[config.mk]
export PLATFORM = sky130hd
export DESIGN_NAME = joystick_calibrate_scale_deadzone_flat
export DESIGN_NICKNAME = d
export VERILOG_FILES = /design/src/rtl/jcsd_pkg.sv /design/src/rtl/jcsd_if.sv /design/src/rtl/jcsd_div.sv /design/src/rtl/joystick_calibrate_scale_deadzone.sv /design/src/flat_wrapper.sv
export SDC_FILE = /design/constraint.sdc
export NUM_CORES = 1
export LEC_CHECK = 0
export ABC_AREA = 1
export BUFFER_PORTS_ARGS = -buffer_cell sky130_fd_sc_hd__buf_2
export CAP_MARGIN = 20
export CORE_MARGIN = 4
export CORE_UTILIZATION = 50
export DETAILED_ROUTE_END_ITERATION = 8
export PLACE_DENSITY = 0.65
export REMOVE_ABC_BUFFERS = 1
export SYNTH_ARGS = -nofsm -noshare
export SYNTH_HDL_FRONTEND = slang
export SYNTH_SLANG_ARGS = --single-unit
[constraint.sdc]
create_clock -name clk -period 9.3 [get_ports clk]
set_input_delay 2.79 -clock clk [delete_from_list [all_inputs] [get_ports clk]]
set_output_delay 2.79 -clock clk [all_outputs]
set_load 0.02 [all_outputs]
[src/rtl/jcsd_pkg.sv]
`default_nettype none
package jcsd_pkg;

	localparam int unsigned CAL_SAMPLES_DEF = 50;

	localparam int unsigned SAMPLE_W = 8;
	localparam int unsigned SUM_W    = 14;
	localparam int unsigned COUNT_W  = 6;
	localparam int unsigned CFG_W    = 7;
	localparam int unsigned CFG_IDX_W = 2;
	localparam int unsigned DIV_W    = 15;
	localparam int unsigned DIR_W    = 3;

	localparam int unsigned SCALE_FULL = 100;
	localparam logic [SAMPLE_W-1:0] SAMPLE_MAX = 8'd255;

	localparam logic [3:0] DIV_STEPS_SHORT = 4'd7;
	localparam logic [3:0] DIV_STEPS_FULL  = 4'd15;

	localparam logic [CFG_IDX_W-1:0] REG_DEADZONE_X = 2'd0;
	localparam logic [CFG_IDX_W-1:0] REG_DEADZONE_Y = 2'd1;
	localparam logic [CFG_IDX_W-1:0] REG_DIR_THRESH = 2'd2;

	localparam logic [CFG_W-1:0] DEADZONE_X_RST = 7'd15;
	localparam logic [CFG_W-1:0] DEADZONE_Y_RST = 7'd20;
	localparam logic [CFG_W-1:0] DIR_THRESH_RST = 7'd50;

	localparam logic [DIR_W-1:0] DIR_NEUTRAL = 3'd0;
	localparam logic [DIR_W-1:0] DIR_LEFT    = 3'd1;
	localparam logic [DIR_W-1:0] DIR_RIGHT   = 3'd2;
	localparam logic [DIR_W-1:0] DIR_DOWN    = 3'd3;
	localparam logic [DIR_W-1:0] DIR_UP      = 3'd4;

	typedef struct packed {
		logic             start;
		logic             short_mode;
		logic [DIV_W-1:0] dividend;
		logic [7:0]       divisor;
	} div_req_t;

	typedef struct packed {
		logic             done;
		logic [DIV_W-1:0] quotient;
	} div_rsp_t;

	typedef struct packed {
		logic             neg;
		logic             zero;
		logic [DIV_W-1:0] dividend;
		logic [7:0]       span;
	} scale_prep_t;

	// Offset magnitude times full scale, and the span on the side of the midpoint.
	function automatic scale_prep_t scale_prep(input logic [SAMPLE_W-1:0] smp,
		input logic [SAMPLE_W-1:0] mid);
		scale_prep_t p;
		logic [SAMPLE_W-1:0] mag;
		p.neg = (smp < mid);
		mag = p.neg ? (mid - smp) : (smp - mid);
		p.zero = (mag == '0);
		p.span = p.neg ? mid : (SAMPLE_MAX - mid);
		p.dividend = {7'b0, mag} * DIV_W'(SCALE_FULL);
		return p;
	endfunction

endpackage
`default_nettype wire

[src/rtl/jcsd_if.sv]
`default_nettype none
interface jcsd_in_if;
	logic       valid;
	logic       ready;
	logic       cmd;
	logic [7:0] x_sample;
	logic [7:0] y_sample;
	logic       button_level;

	modport source (output valid, cmd, x_sample, y_sample, button_level, input ready);
	modport sink (input valid, cmd, x_sample, y_sample, button_level, output ready);
	modport mon (input valid, ready, cmd, x_sample, y_sample, button_level);
endinterface

interface jcsd_out_if;
	logic              valid;
	logic              ready;
	logic signed [7:0] x_pos;
	logic signed [7:0] y_pos;
	logic [2:0]        direction;
	logic              btn_down;
	logic [7:0]        center_x;
	logic [7:0]        center_y;
	logic              calibration_done;

	modport source (output valid, x_pos, y_pos, direction, btn_down, center_x,
		center_y, calibration_done, input ready);
	modport sink (input valid, x_pos, y_pos, direction, btn_down, center_x,
		center_y, calibration_done, output ready);
	modport mon (input valid, ready, x_pos, y_pos, direction, btn_down, center_x,
		center_y, calibration_done);
endinterface

interface jcsd_cfg_if;
	logic       valid;
	logic       ready;
	logic [1:0] index;
	logic [6:0] data;

	modport source (output valid, index, data, input ready);
	modport sink (input valid, index, data, output ready);
	modport mon (input valid, ready, index, data);
endinterface
`default_nettype wire

[src/rtl/jcsd_div.sv]
`default_nettype none
// Restoring divider, one quotient bit per cycle. In short mode the quotient is
// known to fit seven bits, so the upper dividend bits preload the remainder.
module jcsd_div (
	input  wire logic              clk,
	input  wire logic              arst_n,
	input  wire jcsd_pkg::div_req_t req,
	output jcsd_pkg::div_rsp_t     rsp
);
	logic [7:0]                   rem_q;
	logic [jcsd_pkg::DIV_W-1:0]   work_q;
	logic [7:0]                   dvs_q;
	logic [3:0]                   cnt_q;
	logic                         busy_q;
	logic                         done_q;
	logic [9:0]                   trial;
	logic                         ge;

	assign trial = {1'b0, rem_q, work_q[jcsd_pkg::DIV_W-1]} - {2'b0, dvs_q};
	assign ge = !trial[9];

	always_ff @(posedge clk or negedge arst_n) begin
		if (!arst_n) begin
			busy_q <= 1'b0;
			done_q <= 1'b0;
			cnt_q  <= '0;
		end else begin
			done_q <= 1'b0;
			if (req.start) begin
				busy_q <= 1'b1;
				cnt_q  <= req.short_mode ? jcsd_pkg::DIV_STEPS_SHORT
					: jcsd_pkg::DIV_STEPS_FULL;
			end else if (busy_q) begin
				cnt_q <= cnt_q - 4'd1;
				if (cnt_q == 4'd1) begin
					busy_q <= 1'b0;
					done_q <= 1'b1;
				end
			end
		end
	end

	always_ff @(posedge clk) begin
		if (req.start) begin
			dvs_q <= req.divisor;
			if (req.short_mode) begin
				rem_q  <= req.dividend[14:7];
				work_q <= {req.dividend[6:0], 8'b0};
			end else begin
				rem_q  <= '0;
				work_q <= req.dividend;
			end
		end else if (busy_q) begin
			rem_q  <= ge ? trial[7:0] : {rem_q[6:0], work_q[jcsd_pkg::DIV_W-1]};
			work_q <= {work_q[jcsd_pkg::DIV_W-2:0], ge};
		end
	end

	assign rsp.done = done_q;
	assign rsp.quotient = work_q;
endmodule
`default_nettype wire

[src/rtl/joystick_calibrate_scale_deadzone.sv]
// Joystick center calibration, scaling and deadzone.
// samples: one word per poll with cmd, raw X/Y readings and the button pin.
//   cmd 0 adds the readings to the calibration sums; after CAL_SAMPLES such
//   words the averages become the new midpoints. cmd 1 measures the stick.
// results: one word per input word with scaled X/Y (-100..100) after the
//   deadzones, the direction of the dominant axis, the button state, the
//   current midpoints and a flag for a finished calibration run.
// cfg: register writes (deadzone X, deadzone Y, direction threshold), always
//   ready; write only while no word is in flight.
// Path from accept to result valid: a calibration word goes straight to the
//   result state; a measurement and the word that ends a run pass through the
//   shared restoring divider, once per axis: 7 steps per axis for a
//   measurement, 15 steps per axis for the midpoint averages. One word is in
//   flight at a time; samples.ready rises again the cycle the result loads.
// Reset clears the sums, count and midpoints and loads the register defaults.
// A stalled receiver holds the result register; the block still accepts the
//   next word, but will not finish it until the result register drains.
`default_nettype none
module joystick_calibrate_scale_deadzone #(
	parameter int unsigned CAL_SAMPLES = jcsd_pkg::CAL_SAMPLES_DEF
) (
	input wire logic   clk,
	input wire logic   arst_n,
	jcsd_in_if.sink    samples,
	jcsd_out_if.source results,
	jcsd_cfg_if.sink   cfg
);
	localparam logic [2:0] S_IDLE = 3'd0;
	localparam logic [2:0] S_STX  = 3'd1;
	localparam logic [2:0] S_WTX  = 3'd2;
	localparam logic [2:0] S_WTY  = 3'd3;
	localparam logic [2:0] S_FIN  = 3'd4;

	localparam logic [jcsd_pkg::COUNT_W-1:0] CAL_COUNT = jcsd_pkg::COUNT_W'(CAL_SAMPLES);

	logic [2:0] state_q;

	logic [jcsd_pkg::CFG_W-1:0] dz_x_q;
	logic [jcsd_pkg::CFG_W-1:0] dz_y_q;
	logic [jcsd_pkg::CFG_W-1:0] thr_q;

	logic [jcsd_pkg::SUM_W-1:0]    sum_x_q;
	logic [jcsd_pkg::SUM_W-1:0]    sum_y_q;
	logic [jcsd_pkg::COUNT_W-1:0]  count_q;
	logic [jcsd_pkg::SAMPLE_W-1:0] mid_x_q;
	logic [jcsd_pkg::SAMPLE_W-1:0] mid_y_q;

	logic                          cmd_q;
	logic                          cal_q;
	logic                          lvl_q;
	logic [jcsd_pkg::SAMPLE_W-1:0] xs_q;
	logic [jcsd_pkg::SAMPLE_W-1:0] ys_q;
	logic [6:0]                    xmag_q;
	logic [6:0]                    ymag_q;
	logic                          xneg_q;
	logic                          yneg_q;

	logic                          out_valid_q;
	logic signed [7:0]             x_pos_q;
	logic signed [7:0]             y_pos_q;
	logic [jcsd_pkg::DIR_W-1:0]    dir_q;
	logic                          btn_q;
	logic [7:0]                    cx_q;
	logic [7:0]                    cy_q;
	logic                          done_q;

	logic                          accept;
	logic                          out_free;
	logic [jcsd_pkg::COUNT_W-1:0]  count_next;
	jcsd_pkg::scale_prep_t         prep_x;
	jcsd_pkg::scale_prep_t         prep_y;
	jcsd_pkg::scale_prep_t         prep_sel;
	jcsd_pkg::div_req_t            div_req;
	jcsd_pkg::div_rsp_t            div_rsp;
	logic                          axis_y;
	logic [6:0]                    qmag;

	logic [6:0]                    ax;
	logic [6:0]                    ay;
	logic signed [7:0]             x_fin;
	logic signed [7:0]             y_fin;
	logic [jcsd_pkg::DIR_W-1:0]    dir_fin;

	assign samples.ready = (state_q == S_IDLE);
	assign accept = samples.valid && samples.ready;
	assign cfg.ready = 1'b1;
	assign out_free = !out_valid_q || results.ready;
	assign count_next = count_q + 1'b1;

	assign prep_x = jcsd_pkg::scale_prep(xs_q, mid_x_q);
	assign prep_y = jcsd_pkg::scale_prep(ys_q, mid_y_q);

	// The X division starts from its own state; Y starts as X completes.
	assign axis_y = (state_q == S_WTX);
	assign prep_sel = axis_y ? prep_y : prep_x;

	always_comb begin
		div_req.start = (state_q == S_STX) || ((state_q == S_WTX) && div_rsp.done);
		if (cal_q) begin
			div_req.short_mode = 1'b0;
			div_req.dividend   = {1'b0, axis_y ? sum_y_q : sum_x_q};
			div_req.divisor    = 8'(CAL_SAMPLES);
		end else begin
			div_req.short_mode = 1'b1;
			div_req.dividend   = prep_sel.dividend;
			div_req.divisor    = prep_sel.span;
		end
	end

	jcsd_div u_div (
		.clk    (clk),
		.arst_n (arst_n),
		.req    (div_req),
		.rsp    (div_rsp)
	);

	assign qmag = div_rsp.quotient[6:0];

	// Deadzone and dominant-axis decision; a tie in magnitude goes to Y.
	always_comb begin
		ax = (xmag_q < dz_x_q) ? 7'd0 : xmag_q;
		ay = (ymag_q < dz_y_q) ? 7'd0 : ymag_q;
		x_fin = xneg_q ? -$signed({1'b0, ax}) : $signed({1'b0, ax});
		y_fin = yneg_q ? -$signed({1'b0, ay}) : $signed({1'b0, ay});
		dir_fin = jcsd_pkg::DIR_NEUTRAL;
		if (ax > ay) begin
			if (ax > thr_q) begin
				dir_fin = xneg_q ? jcsd_pkg::DIR_LEFT : jcsd_pkg::DIR_RIGHT;
			end
		end else if (ay > thr_q) begin
			dir_fin = yneg_q ? jcsd_pkg::DIR_DOWN : jcsd_pkg::DIR_UP;
		end
	end

	always_ff @(posedge clk or negedge arst_n) begin
		if (!arst_n) begin
			state_q     <= S_IDLE;
			dz_x_q      <= jcsd_pkg::DEADZONE_X_RST;
			dz_y_q      <= jcsd_pkg::DEADZONE_Y_RST;
			thr_q       <= jcsd_pkg::DIR_THRESH_RST;
			sum_x_q     <= '0;
			sum_y_q     <= '0;
			count_q     <= '0;
			mid_x_q     <= '0;
			mid_y_q     <= '0;
			cal_q       <= 1'b0;
			out_valid_q <= 1'b0;
		end else begin
			if (cfg.valid) begin
				case (cfg.index)
					jcsd_pkg::REG_DEADZONE_X: dz_x_q <= cfg.data;
					jcsd_pkg::REG_DEADZONE_Y: dz_y_q <= cfg.data;
					jcsd_pkg::REG_DIR_THRESH: thr_q  <= cfg.data;
					default: ;
				endcase
			end

			// A new word may load in the same cycle the old one drains.
			if ((state_q == S_FIN) && out_free) begin
				out_valid_q <= 1'b1;
			end else if (results.valid && results.ready) begin
				out_valid_q <= 1'b0;
			end

			case (state_q)
				S_IDLE: begin
					if (accept) begin
						if (samples.cmd) begin
							cal_q   <= 1'b0;
							state_q <= S_STX;
						end else begin
							sum_x_q <= sum_x_q + {6'b0, samples.x_sample};
							sum_y_q <= sum_y_q + {6'b0, samples.y_sample};
							if (count_next == CAL_COUNT) begin
								count_q <= '0;
								cal_q   <= 1'b1;
								state_q <= S_STX;
							end else begin
								count_q <= count_next;
								cal_q   <= 1'b0;
								state_q <= S_FIN;
							end
						end
					end
				end
				S_STX: begin
					state_q <= S_WTX;
				end
				S_WTX: begin
					if (div_rsp.done) begin
						if (cal_q) begin
							mid_x_q <= div_rsp.quotient[7:0];
						end
						state_q <= S_WTY;
					end
				end
				S_WTY: begin
					if (div_rsp.done) begin
						if (cal_q) begin
							mid_y_q <= div_rsp.quotient[7:0];
							sum_x_q <= '0;
							sum_y_q <= '0;
						end
						state_q <= S_FIN;
					end
				end
				S_FIN: begin
					if (out_free) begin
						state_q <= S_IDLE;
					end
				end
				default: state_q <= S_IDLE;
			endcase
		end
	end

	always_ff @(posedge clk) begin
		if (accept) begin
			cmd_q <= samples.cmd;
			xs_q  <= samples.x_sample;
			ys_q  <= samples.y_sample;
			lvl_q <= samples.button_level;
		end
		// A zero offset reads zero; this also covers the zero-span case.
		if ((state_q == S_WTX) && div_rsp.done) begin
			xneg_q <= prep_x.neg;
			xmag_q <= prep_x.zero ? 7'd0 : qmag;
		end
		if ((state_q == S_WTY) && div_rsp.done) begin
			yneg_q <= prep_y.neg;
			ymag_q <= prep_y.zero ? 7'd0 : qmag;
		end
		if ((state_q == S_FIN) && out_free) begin
			x_pos_q <= cmd_q ? x_fin : 8'sd0;
			y_pos_q <= cmd_q ? y_fin : 8'sd0;
			dir_q   <= cmd_q ? dir_fin : jcsd_pkg::DIR_NEUTRAL;
			btn_q   <= !lvl_q;
			cx_q    <= mid_x_q;
			cy_q    <= mid_y_q;
			done_q  <= cal_q;
		end
	end

	assign results.valid            = out_valid_q;
	assign results.x_pos            = x_pos_q;
	assign results.y_pos            = y_pos_q;
	assign results.direction        = dir_q;
	assign results.btn_down         = btn_q;
	assign results.center_x         = cx_q;
	assign results.center_y         = cy_q;
	assign results.calibration_done = done_q;
endmodule
`default_nettype wire

[src/flat_wrapper.sv]
// flat-port wrapper written by rule: the top's interface ports become plain ports
module joystick_calibrate_scale_deadzone_flat 
#(
	parameter int unsigned CAL_SAMPLES = jcsd_pkg::CAL_SAMPLES_DEF
)
  (clk, arst_n, samples_valid, samples_cmd, samples_x_sample, samples_y_sample, samples_button_level, samples_ready, results_valid, results_x_pos, results_y_pos, results_direction, results_btn_down, results_center_x, results_center_y, results_calibration_done, results_ready, cfg_valid, cfg_index, cfg_data, cfg_ready);
  jcsd_in_if samples_i ();
  jcsd_out_if results_i ();
  jcsd_cfg_if cfg_i ();
  input wire logic clk;
  input wire logic arst_n;
  input wire logic [$bits(samples_i.valid)-1:0] samples_valid;
  input wire logic [$bits(samples_i.cmd)-1:0] samples_cmd;
  input wire logic [$bits(samples_i.x_sample)-1:0] samples_x_sample;
  input wire logic [$bits(samples_i.y_sample)-1:0] samples_y_sample;
  input wire logic [$bits(samples_i.button_level)-1:0] samples_button_level;
  output wire logic [$bits(samples_i.ready)-1:0] samples_ready;
  output wire logic [$bits(results_i.valid)-1:0] results_valid;
  output wire logic [$bits(results_i.x_pos)-1:0] results_x_pos;
  output wire logic [$bits(results_i.y_pos)-1:0] results_y_pos;
  output wire logic [$bits(results_i.direction)-1:0] results_direction;
  output wire logic [$bits(results_i.btn_down)-1:0] results_btn_down;
  output wire logic [$bits(results_i.center_x)-1:0] results_center_x;
  output wire logic [$bits(results_i.center_y)-1:0] results_center_y;
  output wire logic [$bits(results_i.calibration_done)-1:0] results_calibration_done;
  input wire logic [$bits(results_i.ready)-1:0] results_ready;
  input wire logic [$bits(cfg_i.valid)-1:0] cfg_valid;
  input wire logic [$bits(cfg_i.index)-1:0] cfg_index;
  input wire logic [$bits(cfg_i.data)-1:0] cfg_data;
  output wire logic [$bits(cfg_i.ready)-1:0] cfg_ready;
  assign samples_i.valid = samples_valid;
  assign samples_i.cmd = samples_cmd;
  assign samples_i.x_sample = samples_x_sample;
  assign samples_i.y_sample = samples_y_sample;
  assign samples_i.button_level = samples_button_level;
  assign samples_ready = samples_i.ready;
  assign results_valid = results_i.valid;
  assign results_x_pos = results_i.x_pos;
  assign results_y_pos = results_i.y_pos;
  assign results_direction = results_i.direction;
  assign results_btn_down = results_i.btn_down;
  assign results_center_x = results_i.center_x;
  assign results_center_y = results_i.center_y;
  assign results_calibration_done = results_i.calibration_done;
  assign results_i.ready = results_ready;
  assign cfg_i.valid = cfg_valid;
  assign cfg_i.index = cfg_index;
  assign cfg_i.data = cfg_data;
  assign cfg_ready = cfg_i.ready;
  joystick_calibrate_scale_deadzone #(.CAL_SAMPLES(CAL_SAMPLES)) u_core (.clk(clk), .arst_n(arst_n), .samples(samples_i), .results(results_i), .cfg(cfg_i));
endmodule
==> flow_metrics.py, run 1 <==
metrics = {
    "synthesis": {
        "synth-edff-count": 102,
        "mappedNetlistArea_um2": 13100,
        "leading_post_synthesis_cells_by_instance_count": "nand2_1, inv_1, ha_1",
        "dominant_cell_type_by_area_after_synthesis": "edfxtp_1",
        "post-synth-top-count-cell": "nand2_1",
        "dominantRegCellSynth": "edfxtp_1",
        "synth-seq-cells": 184,
        "syn-mean-instance-area_um2": 8.26,
        "netlist_instances": 1591,
        "synth_largest_type_area_fraction": 0.233,
        "synth_sequential_area_ratio": 0.390,
        "netlist_top_cells_area": "edfxtp_1, ha_1, dfrtp_1, nand2_1, inv_1",
        "asyncSetResetFlopFracSynth": 0.446,
        "synth_warnings": 0,
        "synth_cell_type_count": 50,
    },
    "sta": {
        "timing.final.hold_violations": 0,
        "clock-skew-final_ns": 0.0122,
        "maxClockFrequency_mhz": 205,
        "final_period_minus_worst_setup_slack_ns": 4.87,
        "setup_tns_ns": 0,
        "grt_setup_unrepaired": "false",
        "setup_viol": 0,
        "final_period_utilization": 0.524,
        "hold-worst-slack_ns": 0.487,
        "slew_violations": 0,
        "slew-limit-headroom": 0.354,
        "transition_at_the_pin_with_the_smallest_max_transition_slack_ns": 0.966,
    },
    "die": {
        "num_io_pins": 72,
        "dieArea_um2": 28900,
        "chipWidth_um": 170,
        "fp.dieH_um": 170,
        "rows": 59,
        "start_util": 0.506,
        "core_um2": 26000,
    },
    "placement": {
        "dp_hpwl_mm": 25.1,
        "gp_congestion": 0.932,
        "placedCellCount": 1961,
        "io_buffer_count": 70,
    },
    "worst_hold_path": {
        "timing.hold.worst.class": "flop to flop",
        "min_delay_path_depth": 2,
        "hold-path-endpoint": "u_core.dz_y_q[0]",
        "hold_start": "u_core.dz_y_q[0]",
    },
    "critical_path": {
        "critPathKind": "flop to flop",
        "maximum_fanout_count_along_the_critical_path": 24,
        "critical_path.reg2reg.endpoint": "u_core.u_div.rem_q[7]",
        "worst-endpoint-required_ns": 9.48,
        "cp_data_arrival_time_ns": 5.05,
        "critical_path_start_type": "flop",
        "worst-r2r-setup-slack_ns": 4.43,
        "worst_setup_path_end_kind": "flop",
        "reg2reg_start": "u_core.xs_q[0]",
        "worst-r2r-cell-count": 26,
    },
    "layout": {
        "layout-drive-gt1-share": 0.0988,
        "finalNonFillerCells": 1995,
        "n_fill_cell": 2412,
        "multi_input_comb_area_um2": 6860,
        "ff_latch_area_um2": 5130,
        "final_net_count": 1847,
        "antenna_cells": 0,
        "area.growth.synth_to_final_pct": 9.27,
    },
    "run_status": {
        "outcome": "finished, final reports clean",
    },
    "routing": {
        "drc": 0,
        "drt_pre_antenna_iters": 5,
        "wl_mm": 32.2,
        "via_count": 10600,
        "post_detailed_route_count_of_antenna_violating_nets": 0,
        "drt-wirelength-per-cell_um": 16.2,
        "avgViaCountPerCell": 5.33,
        "first_iter_violations": 831,
    },
    "clocking": {
        "ctsRootBufferMaster": "clkbuf_16",
        "cts_hold_repair.buffers": 0,
        "clk_pin_slew_ns": 0.07,
        "cts_max_path_buffers": 2,
        "clock_insertion_delay_worst_skew_ns": 0.44,
        "cts_tree": "done",
        "cts-resized-gates": 0,
        "cts_setup_buffers": 0,
        "tritoncts_num_sinks": 184,
        "numCtsBuffers": 17,
        "ctsHtreeMaxLevel": 4,
    },
    "global_routing": {
        "grt_antenna_before_repair": 0,
        "grt_pass1_wl_mm": 52.2,
        "overflow_left_after_global_routing": 0,
        "grt_util_all_layers": 0.226,
        "grt_pass1_vias": 10000,
        "grt_max_degree": 77,
    },
    "flow_run": {
        "maxCapViolations": 0,
    },
}
-- how the worst max path moves through the flow --
stage	slack, ns	startpoint	to
after floorplan	4.47	results_ready	u_core.results.btn_down
after global placement	4.61	u_core.xs_q[0]	u_core.u_div.rem_q[7]
after detailed placement	4.49	u_core.xs_q[0]	u_core.u_div.rem_q[7]
after CTS	4.46	u_core.xs_q[0]	u_core.u_div.rem_q[7]
after global routing	4.05	u_core.xs_q[0]	u_core.u_div.rem_q[7]
final	4.43	u_core.xs_q[0]	u_core.u_div.rem_q[7]
-- placed cells by master (no fill, tap or decap), types with 3 or more instances in the layout --
master	instances
a21o_1	4
a21oi_1	115
a22o_1	3
a31oi_1	6
buf_2	69
buf_4	5
clkbuf_1	4
clkbuf_16	19
dfrtp_1	73
dfstp_2	9
edfxtp_1	102
fa_1	13
ha_1	155
inv_1	239
inv_2	9
inv_6	4
nand2_1	356
nand2_2	14
nand2_4	3
nand3_1	100
nand3b_1	7
nand4_1	19
nor2_1	81
nor2_2	5
nor2_4	5
nor3_1	10
o211ai_1	6
o21a_1	3
o21ai_0	113
o21ai_1	12
o21ai_2	3
o21bai_1	3
o22ai_1	15
o31ai_1	4
or2_2	5
xnor2_1	15
xor2_1	29
-- layer usage --
| metal | vias to the layer above | share of wire | GRT usage |
|---|---|---|---|
| met3 | 46 | 0.049 | 0.0267 |
| met5 | - | 0 | 0 |
| li1 | 5397 | - | - |
| met4 | 0 | 0.026 | 0.0767 |
| met1 | 4913 | 0.48 | 0.323 |
| met2 | 271 | 0.45 | 0.360 |
-- cell type report --
type,instances,share of cell area
multi-input combinational,1119,0.478
sequential,184,0.357
inverter,248,0.0648
clock buffer,25,0.0361
timing repair buffer,77,0.0313
tap,335,0.0292
clock inverter,7,0.00366
-- metrics by stage --
stage / setup slack (ns) / utilization / cell area, um2
after global routing: 4.05 / 0.553 / 14400
after CTS: 4.46 / 0.551 / 14300
final: 4.43 / 0.553 / 14400
after detailed placement: 4.49 / 0.529 / 13700
after global placement: 4.61 / 0.528 / 13700
after floorplan: 4.47 / - / 12900
-- logic make-up after synthesis --
family	share of synthesized area
and+or+nand+nor	0.202
AOI/OAI and AO/OA	0.122
buffers and inverters	0.0882
DFF	0.390
adders and majority gates	0.167
xor gates and xnor gates	0.0293
other	0.000285
muxes	0.000762
-- worst max-delay path: stages, from the launching register on --
cell and delay, ns:
edfxtp_1 0.39, inv_1 0.07, ha_1 0.17, inv_1 0.07
fa_1 0.43, nand3_1 0.10, nand3_1 0.11, nand2_1 0.14
nand2_2 0.25, inv_1 0.24, nand2_1 0.09, nand2_2 0.16
inv_1 0.07, ha_1 0.29, ha_1 0.27, inv_1 0.05
fa_1 0.52, inv_1 0.04, ha_1 0.37, a21oi_1 0.21
nand2_1 0.12, nand4_1 0.11, nand2_1 0.06, nand2_1 0.06
nand3_1 0.06, nand3_1 0.12, nand2_1 0.05
-- flip-flops by register name, summed over array words and instances, names as in the netlist, 4 cells and up --
signal / count
u_core.thr_q: 7
u_core.sum_y_q: 14
u_core.u_div.work_q: 15
u_core.xs_q: 8
u_core.mid_y_q: 8
u_core.u_div.rem_q: 8
u_core.u_div.cnt_q: 4
u_core.dz_x_q: 7
u_core.mid_x_q: 8
u_core.count_q: 6
u_core.dz_y_q: 7
u_core.sum_x_q: 14
u_core.results.x_pos: 8
u_core.xmag_q: 7
u_core.results.center_x: 8
u_core.u_div.dvs_q: 8
u_core.ys_q: 8
u_core.results.center_y: 8
u_core.results.y_pos: 8
u_core.ymag_q: 7
Power of run 1 is left out: the tool's default activity adds up to more than one toggle a clock period on the data nets, which glitch-free logic cannot reach.
==> run 2: changes to the inputs <==
--- a/config.mk
+++ b/config.mk
@@ -11,7 +11,7 @@
 export CORE_MARGIN = 4
 export CORE_UTILIZATION = 50
 export DETAILED_ROUTE_END_ITERATION = 8
-export PLACE_DENSITY = 0.65
+export PLACE_DENSITY = 0.68
 export REMOVE_ABC_BUFFERS = 1
 export SYNTH_ARGS = -nofsm -noshare
 export SYNTH_HDL_FRONTEND = slang
==> constraint.sdc (replaced) <==
create_clock -name clk -period 4.1 [get_ports clk]
set_input_delay 1.23 -clock clk [delete_from_list [all_inputs] [get_ports clk]]
set_output_delay 1.23 -clock clk [all_outputs]
set_load 0.02 [all_outputs]
==> run 2 against run 1 <==
Net effect: register-to-register slack worse by 4.4 ns; maximum frequency rose by 21%; critical path depth did not move; via count is 4.5% higher; first-iteration DRC count shrank 20%; wire length rose by 3.3%; cell area up 10%; count of clock-buffer cells in the layout down 7; clock skew shrank 0.00068 ns; global-route usage rose by 0.28 points; non-clock buffer count rose by 96.
==> flow_metrics.py, run 2 (same netlist as run 1, synthesis figures left out) <==
metrics = {
    "run_status": {
        "outcome": "finished, final reports clean",
    },
    "layout": {
        "final_net_count": 1943,
        "n_fill_cell": 2257,
        "area.growth.synth_to_final_pct": 20.2,
        "largest_register_ffs": 15,
        "largest_registers": "u_core.u_div.work_q x15, u_core.sum_x_q x14, u_core.sum_y_q x14",
        "layout_commonest_cell": "nand2_1",
        "antenna_cells": 0,
        "layout-drive-gt1-share": 0.216,
        "largest_register": "u_core.u_div.work_q",
        "layout_common_cells": "nand2_1, inv_1, ha_1, o21ai_0, a21oi_1",
    },
    "critical_path": {
        "critical_path.top_delay_family": "adder cells",
        "critical_path.reg2reg.endpoint": "u_core.u_div.rem_q[7]",
        "critPathMaxStageDelay_ns": 0.52,
        "worst-r2r-cell-count": 26,
        "maximum_fanout_count_along_the_critical_path": 4,
        "cp_data_arrival_time_ns": 4.21,
        "critPathKind": "flop to flop",
        "reg2reg_start": "u_core.xs_q[0]",
        "critical_path_start_type": "flop",
        "worst-path-buf-inv": 6,
        "worst-r2r-setup-slack_ns": 0.08,
        "crit_path_top_delay_cell": "fa_1",
        "worst-endpoint-required_ns": 4.29,
        "worst_setup_path_end_kind": "flop",
    },
    "clocking": {
        "clk_pin_slew_ns": 0.07,
        "ctsHtreeMaxLevel": 4,
        "tritoncts_num_sinks": 184,
        "ctsRootBufferMaster": "clkbuf_16",
        "clock_insertion_delay_worst_skew_ns": 0.44,
        "cts_max_path_buffers": 2,
        "numCtsBuffers": 17,
        "cts_tree": "done",
    },
    "sta": {
        "transition_at_the_pin_with_the_smallest_max_transition_slack_ns": 0.854,
        "maxClockFrequency_mhz": 249,
        "timing.final.hold_violations": 0,
        "slew-limit-headroom": 0.428,
        "final_period_minus_worst_setup_slack_ns": 4.02,
        "grt_setup_unrepaired": "true",
        "setup_tns_ns": 0,
        "slew_violations": 0,
        "setup_viol": 0,
        "final_period_utilization": 0.981,
        "clock-skew-final_ns": 0.0115,
    },
    "routing": {
        "first_iter_violations": 667,
        "wl_mm": 33.3,
        "drc": 0,
        "avgViaCountPerCell": 5.31,
        "post_detailed_route_count_of_antenna_violating_nets": 0,
        "drt-wirelength-per-cell_um": 15.9,
        "drt_pre_antenna_iters": 5,
        "via_count": 11100,
    },
    "worst_hold_path": {
        "timing.hold.worst.class": "flop to flop",
        "min_delay_path_depth": 2,
        "hold-path-endpoint": "u_core.mid_x_q[0]",
        "hold_start": "u_core.u_div.work_q[0]",
    },
    "global_routing": {
        "grt_pass1_vias": 10500,
        "overflow_left_after_global_routing": 0,
        "grt_pass1_wl_mm": 53.2,
        "grt_util_all_layers": 0.229,
        "grt_max_degree": 56,
        "grt_antenna_before_repair": 0,
    },
    "die": {
        "rows": 59,
        "num_io_pins": 72,
        "start_util": 0.506,
        "chipWidth_um": 170,
        "fp.dieH_um": 170,
        "core_um2": 26000,
        "dieArea_um2": 28900,
    },
    "placement": {
        "gp_congestion": 0.917,
        "io_buffer_count": 70,
        "dp_hpwl_mm": 25.5,
    },
    "flow_run": {
        "maxCapViolations": 0,
    },
}
-- run 2: changes by cell type in the layout (fill, tap and decap cells not counted), moves of 10 or more --
cell,before,now
buf_4,5,98
inv_2,9,26
nand2_1,356,340
ha_1,155,112
nand3_1,100,87
nand2_2,14,28
inv_1,239,220
ha_4,0,36
nand3_2,2,15
a21oi_1,115,105
-- run 2: how the worst max path moves through the flow --
stage,startpoint,end,slack (ns),cells past startpoint
4_1_cts,u_core.mid_y_q[0],u_core.u_div.rem_q[7],-0.002,23
3_3_place_gp,u_core.xs_q[1],u_core.u_div.rem_q[7],-0.09,22
5_1_grt,u_core.xs_q[0],u_core.u_div.rem_q[7],-0.13,26
2_1_floorplan,u_core.xs_q[0],u_core.u_div.rem_q[5],-0.26,24
3_5_place_dp,u_core.ys_q[0],u_core.u_div.rem_q[7],-0.17,26
6_report,u_core.xs_q[0],u_core.u_div.rem_q[7],0.08,26
-- run 2: per-stage QoR --
step	instance area, um2	setup WS, ns	hold WS (ns)	cells	util
6_report	15800	0.0772	0.490	2091	0.608
5_1_grt	15800	-0.135	0.513	2091	0.608
4_1_cts	15100	-0.00227	0.485	2082	0.581
3_5_place_dp	14400	-0.167	0.468	2049	0.554
3_3_place_gp	14400	-0.0948	0.458	2049	0.554
2_1_floorplan	12900	-0.260	0.451	1551	-
-- run 2: area by class of cell --
cell class              instances  area (um2)  share of cell area
multi-input cells            1119        7590               0.480
flip-flops and latches        184        5130               0.325
repair buffers                173        1160              0.0737
inverters                     248         936              0.0592
clock buffers                  18         450              0.0285
well taps                     335         419              0.0265
clock inverters                14         111             0.00705
-- run 2: timing repair --
| item | CTS | global route |
|---|---|---|
| buffers inserted | 1 | 8 |
| hold buffers | 0 | 0 |
| gates resized for setup | 27 | 112 |
| endpoints found under the setup margin | 6 | 7 |
| pin swaps | 5 | 52 |
-- run 2: layer usage --
metal	part of all wire	GRT usage	vias up	routed length, um
met3	0.053	0.0288	45	1770
li1	-	-	5579	-
met4	0.022	0.0646	0	743
met5	0	0	-	0
met1	0.45	0.328	5172	15100
met2	0.47	0.369	308	15700
-- run 2: worst register-to-register path: cells and delay by family, from the launching register on --
family	cells	cell delay, ns
AOI/OAI and AO/OA	1	0.14
buffers and inverters	6	0.41
adders and majority gates	6	1.77
and+or+nand+nor	13	1.06
DFF	1	0.39
Power of run 2 is left out for the same reason.
==> run 3: changes to the inputs <==
--- a/config.mk
+++ b/config.mk
@@ -5,7 +5,6 @@
 export SDC_FILE = /design/constraint.sdc
 export NUM_CORES = 1
 export LEC_CHECK = 0
-export ABC_AREA = 1
 export BUFFER_PORTS_ARGS = -buffer_cell sky130_fd_sc_hd__buf_2
 export CAP_MARGIN = 20
 export CORE_MARGIN = 4
==> run 3 against run 2 <==
Net effect: critical path depth down 3; setup slack worse by 0.81 ns; non-clock buffer count up 40; utilization up 1.9 points; highest routed layer unchanged; the flow now finishes with violations (negative setup slack); flip-flop and latch count unchanged.
==> flow_metrics.py, run 3 <==
metrics = {
    "synthesis": {
        "post-synth-top-count-cell": "ha_1",
        "synth_cell_type_count": 71,
        "leading_post_synthesis_cells_by_instance_count": "ha_1, inv_1, nand2_1",
        "asyncSetResetFlopFracSynth": 0.446,
        "synth_warnings": 0,
        "netlist_top_cells_area": "edfxtp_1, ha_1, dfrtp_1, xnor2_1, inv_1",
        "dominantRegCellSynth": "edfxtp_1",
        "dominant_cell_type_by_area_after_synthesis": "edfxtp_1",
        "mappedNetlistArea_um2": 12400,
        "syn-mean-instance-area_um2": 10.4,
        "synth_largest_type_area_fraction": 0.248,
        "synth-seq-cells": 184,
        "synth-edff-count": 102,
        "synth_sequential_area_ratio": 0.414,
        "netlist_instances": 1194,
    },
    "global_routing": {
        "grt_pass1_vias": 9586,
        "grt_antenna_before_repair": 0,
        "grt_util_all_layers": 0.231,
        "grt_max_degree": 47,
        "grt_pass1_wl_mm": 49.1,
        "overflow_left_after_global_routing": 0,
    },
    "critical_path": {
        "worst_setup_path_end_kind": "flop",
        "worst-endpoint-required_ns": 4.37,
        "crit_path_start": "u_core.ys_q[0]",
        "worst-r2r-cell-count": 23,
        "maximum_fanout_count_along_the_critical_path": 4,
        "critical_path.reg2reg.endpoint": "u_core.u_div.rem_q[6]",
        "worst-r2r-setup-slack_ns": -0.74,
        "critical_path_start_type": "flop",
        "cp_data_arrival_time_ns": 5.11,
        "critPathKind": "flop to flop",
        "reg2reg_start": "u_core.ys_q[0]",
    },
    "clocking": {
        "clk_pin_slew_ns": 0.07,
        "cts_tree": "done",
        "ctsHtreeMaxLevel": 4,
        "ctsRootBufferMaster": "clkbuf_16",
        "cts_max_path_buffers": 2,
        "clock_insertion_delay_worst_skew_ns": 0.43,
        "tritoncts_num_sinks": 184,
        "numCtsBuffers": 17,
    },
    "run_status": {
        "outcome": "finished with violations",
        "violations": "negative setup slack",
    },
    "layout": {
        "layout_common_cells": "ha_1, buf_4, nand2_1, inv_1, edfxtp_1",
        "layout_commonest_cell": "ha_1",
        "final_net_count": 1592,
        "antenna_cells": 0,
        "area.growth.synth_to_final_pct": 23.3,
        "largest_register_ffs": 15,
        "largest_register": "u_core.u_div.work_q",
        "largest_registers": "u_core.u_div.work_q x15, u_core.sum_x_q x14, u_core.sum_y_q x14",
        "layout-drive-gt1-share": 0.269,
    },
    "placement": {
        "gp_congestion": 0.942,
        "io_buffer_count": 70,
        "dp_hpwl_mm": 23.0,
    },
    "sta": {
        "slew-limit-headroom": 0.296,
        "hold-worst-slack_ns": 0.508,
        "grt_setup_unrepaired": "true",
        "slew_violations": 0,
        "timing.final.hold_violations": 0,
        "final_period_minus_worst_setup_slack_ns": 4.84,
        "setup_slack_ns": -0.735,
        "maxClockFrequency_mhz": 207,
        "final_period_utilization": 1.18,
        "setup_viol": 8,
        "clock-skew-final_ns": 0.0110,
        "transition_at_the_pin_with_the_smallest_max_transition_slack_ns": 1.06,
    },
    "routing": {
        "wl_mm": 31.4,
        "drt_pre_antenna_iters": 5,
        "drt-wirelength-per-cell_um": 18.1,
        "drc": 0,
        "avgViaCountPerCell": 5.55,
        "via_count": 9601,
        "post_detailed_route_count_of_antenna_violating_nets": 0,
        "first_iter_violations": 586,
    },
    "die": {
        "core_um2": 24300,
        "dieArea_um2": 27300,
        "num_io_pins": 72,
        "rows": 57,
        "fp.dieH_um": 165,
        "chipWidth_um": 165,
        "start_util": 0.509,
    },
    "worst_hold_path": {
        "timing.hold.worst.class": "flop to flop",
        "hold_start": "u_core.dz_y_q[3]",
        "hold-path-endpoint": "u_core.dz_y_q[3]",
        "min_delay_path_depth": 1,
    },
    "flow_run": {
        "maxCapViolations": 0,
    },
}
-- run 3: cells by family after synthesis --
logic type | count (synthesis) | share of synthesized area
simple gates | 311 | 0.124
compound gates | 239 | 0.121
flops | 184 | 0.414
fa+ha+maj | 168 | 0.178
buf+inv | 149 | 0.0474
xor+xnor | 79 | 0.0559
mux | 63 | 0.0594
other cells | 1 | 0.000303
-- run 3: final cells by class --
| type | count | area [um2] |
|---|---|---|
| Sequential cell | 184 | 5130 |
| Inverter | 115 | 432 |
| Multi-Input combinational cell | 861 | 7240 |
| Clock buffer | 19 | 437 |
| Timing Repair Buffer | 213 | 1480 |
| Clock inverter | 13 | 134 |
| Fill cell | 1903 | 9070 |
| Tap cell | 324 | 405 |
-- run 3: through the flow --
step | cells | setup WS [ns] | utilization | setup TNS [ns] | instance area, um2
2_1_floorplan | 1160 | -1.65 | - | -9.39 | 12200
3_3_place_gp | 1669 | -0.906 | 0.570 | -4.75 | 13900
3_5_place_dp | 1669 | -1.00 | 0.570 | -5.37 | 13900
4_1_cts | 1722 | -0.609 | 0.616 | -5.33 | 15000
5_1_grt | 1729 | -0.966 | 0.627 | -5.73 | 15300
6_report | 1729 | -0.735 | 0.627 | -4.11 | 15300
-- run 3: layer usage --
layer / vias to the layer above / routed length (um) / global-route usage
met1: 4682 / 14000 / 0.314
met2: 251 / 15100 / 0.384
met5: - / 0 / 0
met3: 57 / 1500 / 0.0350
met4: 0 / 762 / 0.0720
li1: 4611 / - / -
-- run 3: worst max path at each step --
stage	end	slack, ns	cells past startpoint
2_1_floorplan	u_core.u_div.rem_q[6]	-1.65	19
3_3_place_gp	u_core.u_div.rem_q[6]	-0.91	23
3_5_place_dp	u_core.u_div.rem_q[6]	-1.00	22
4_1_cts	u_core.u_div.rem_q[6]	-0.61	23
5_1_grt	u_core.u_div.rem_q[6]	-0.97	22
6_report	u_core.u_div.rem_q[6]	-0.74	23
-- run 3: worst max-delay path, cell delays in order (launching register included) --
cell      delay, ns
edfxtp_1       0.40
inv_1          0.09
ha_2           0.19
inv_2          0.04
fa_2           0.34
a21o_1         0.17
a21oi_2        0.19
o21ba_4        0.22
buf_6          0.13
mux2i_4        0.26
xnor2_2        0.15
ha_1           0.28
ha_4           0.27
inv_1          0.04
fa_1           0.49
inv_2          0.05
ha_4           0.29
nand3_2        0.06
o211ai_1       0.26
o21ai_2        0.11
a21oi_2        0.16
xor2_1         0.23
mux2i_1        0.12
o22ai_1        0.14
-- run 3: what timing repair did --
action | in CTS | in global routing
resized for setup | 77 | 44
hold buffers | 0 | 0
pin swaps | 47 | 45
endpoints found under the hold margin | 0 | 0
buffers inserted | 21 | 14
setup endpoints to repair | 8 | 16
Power of run 3 is left out for the same reason.
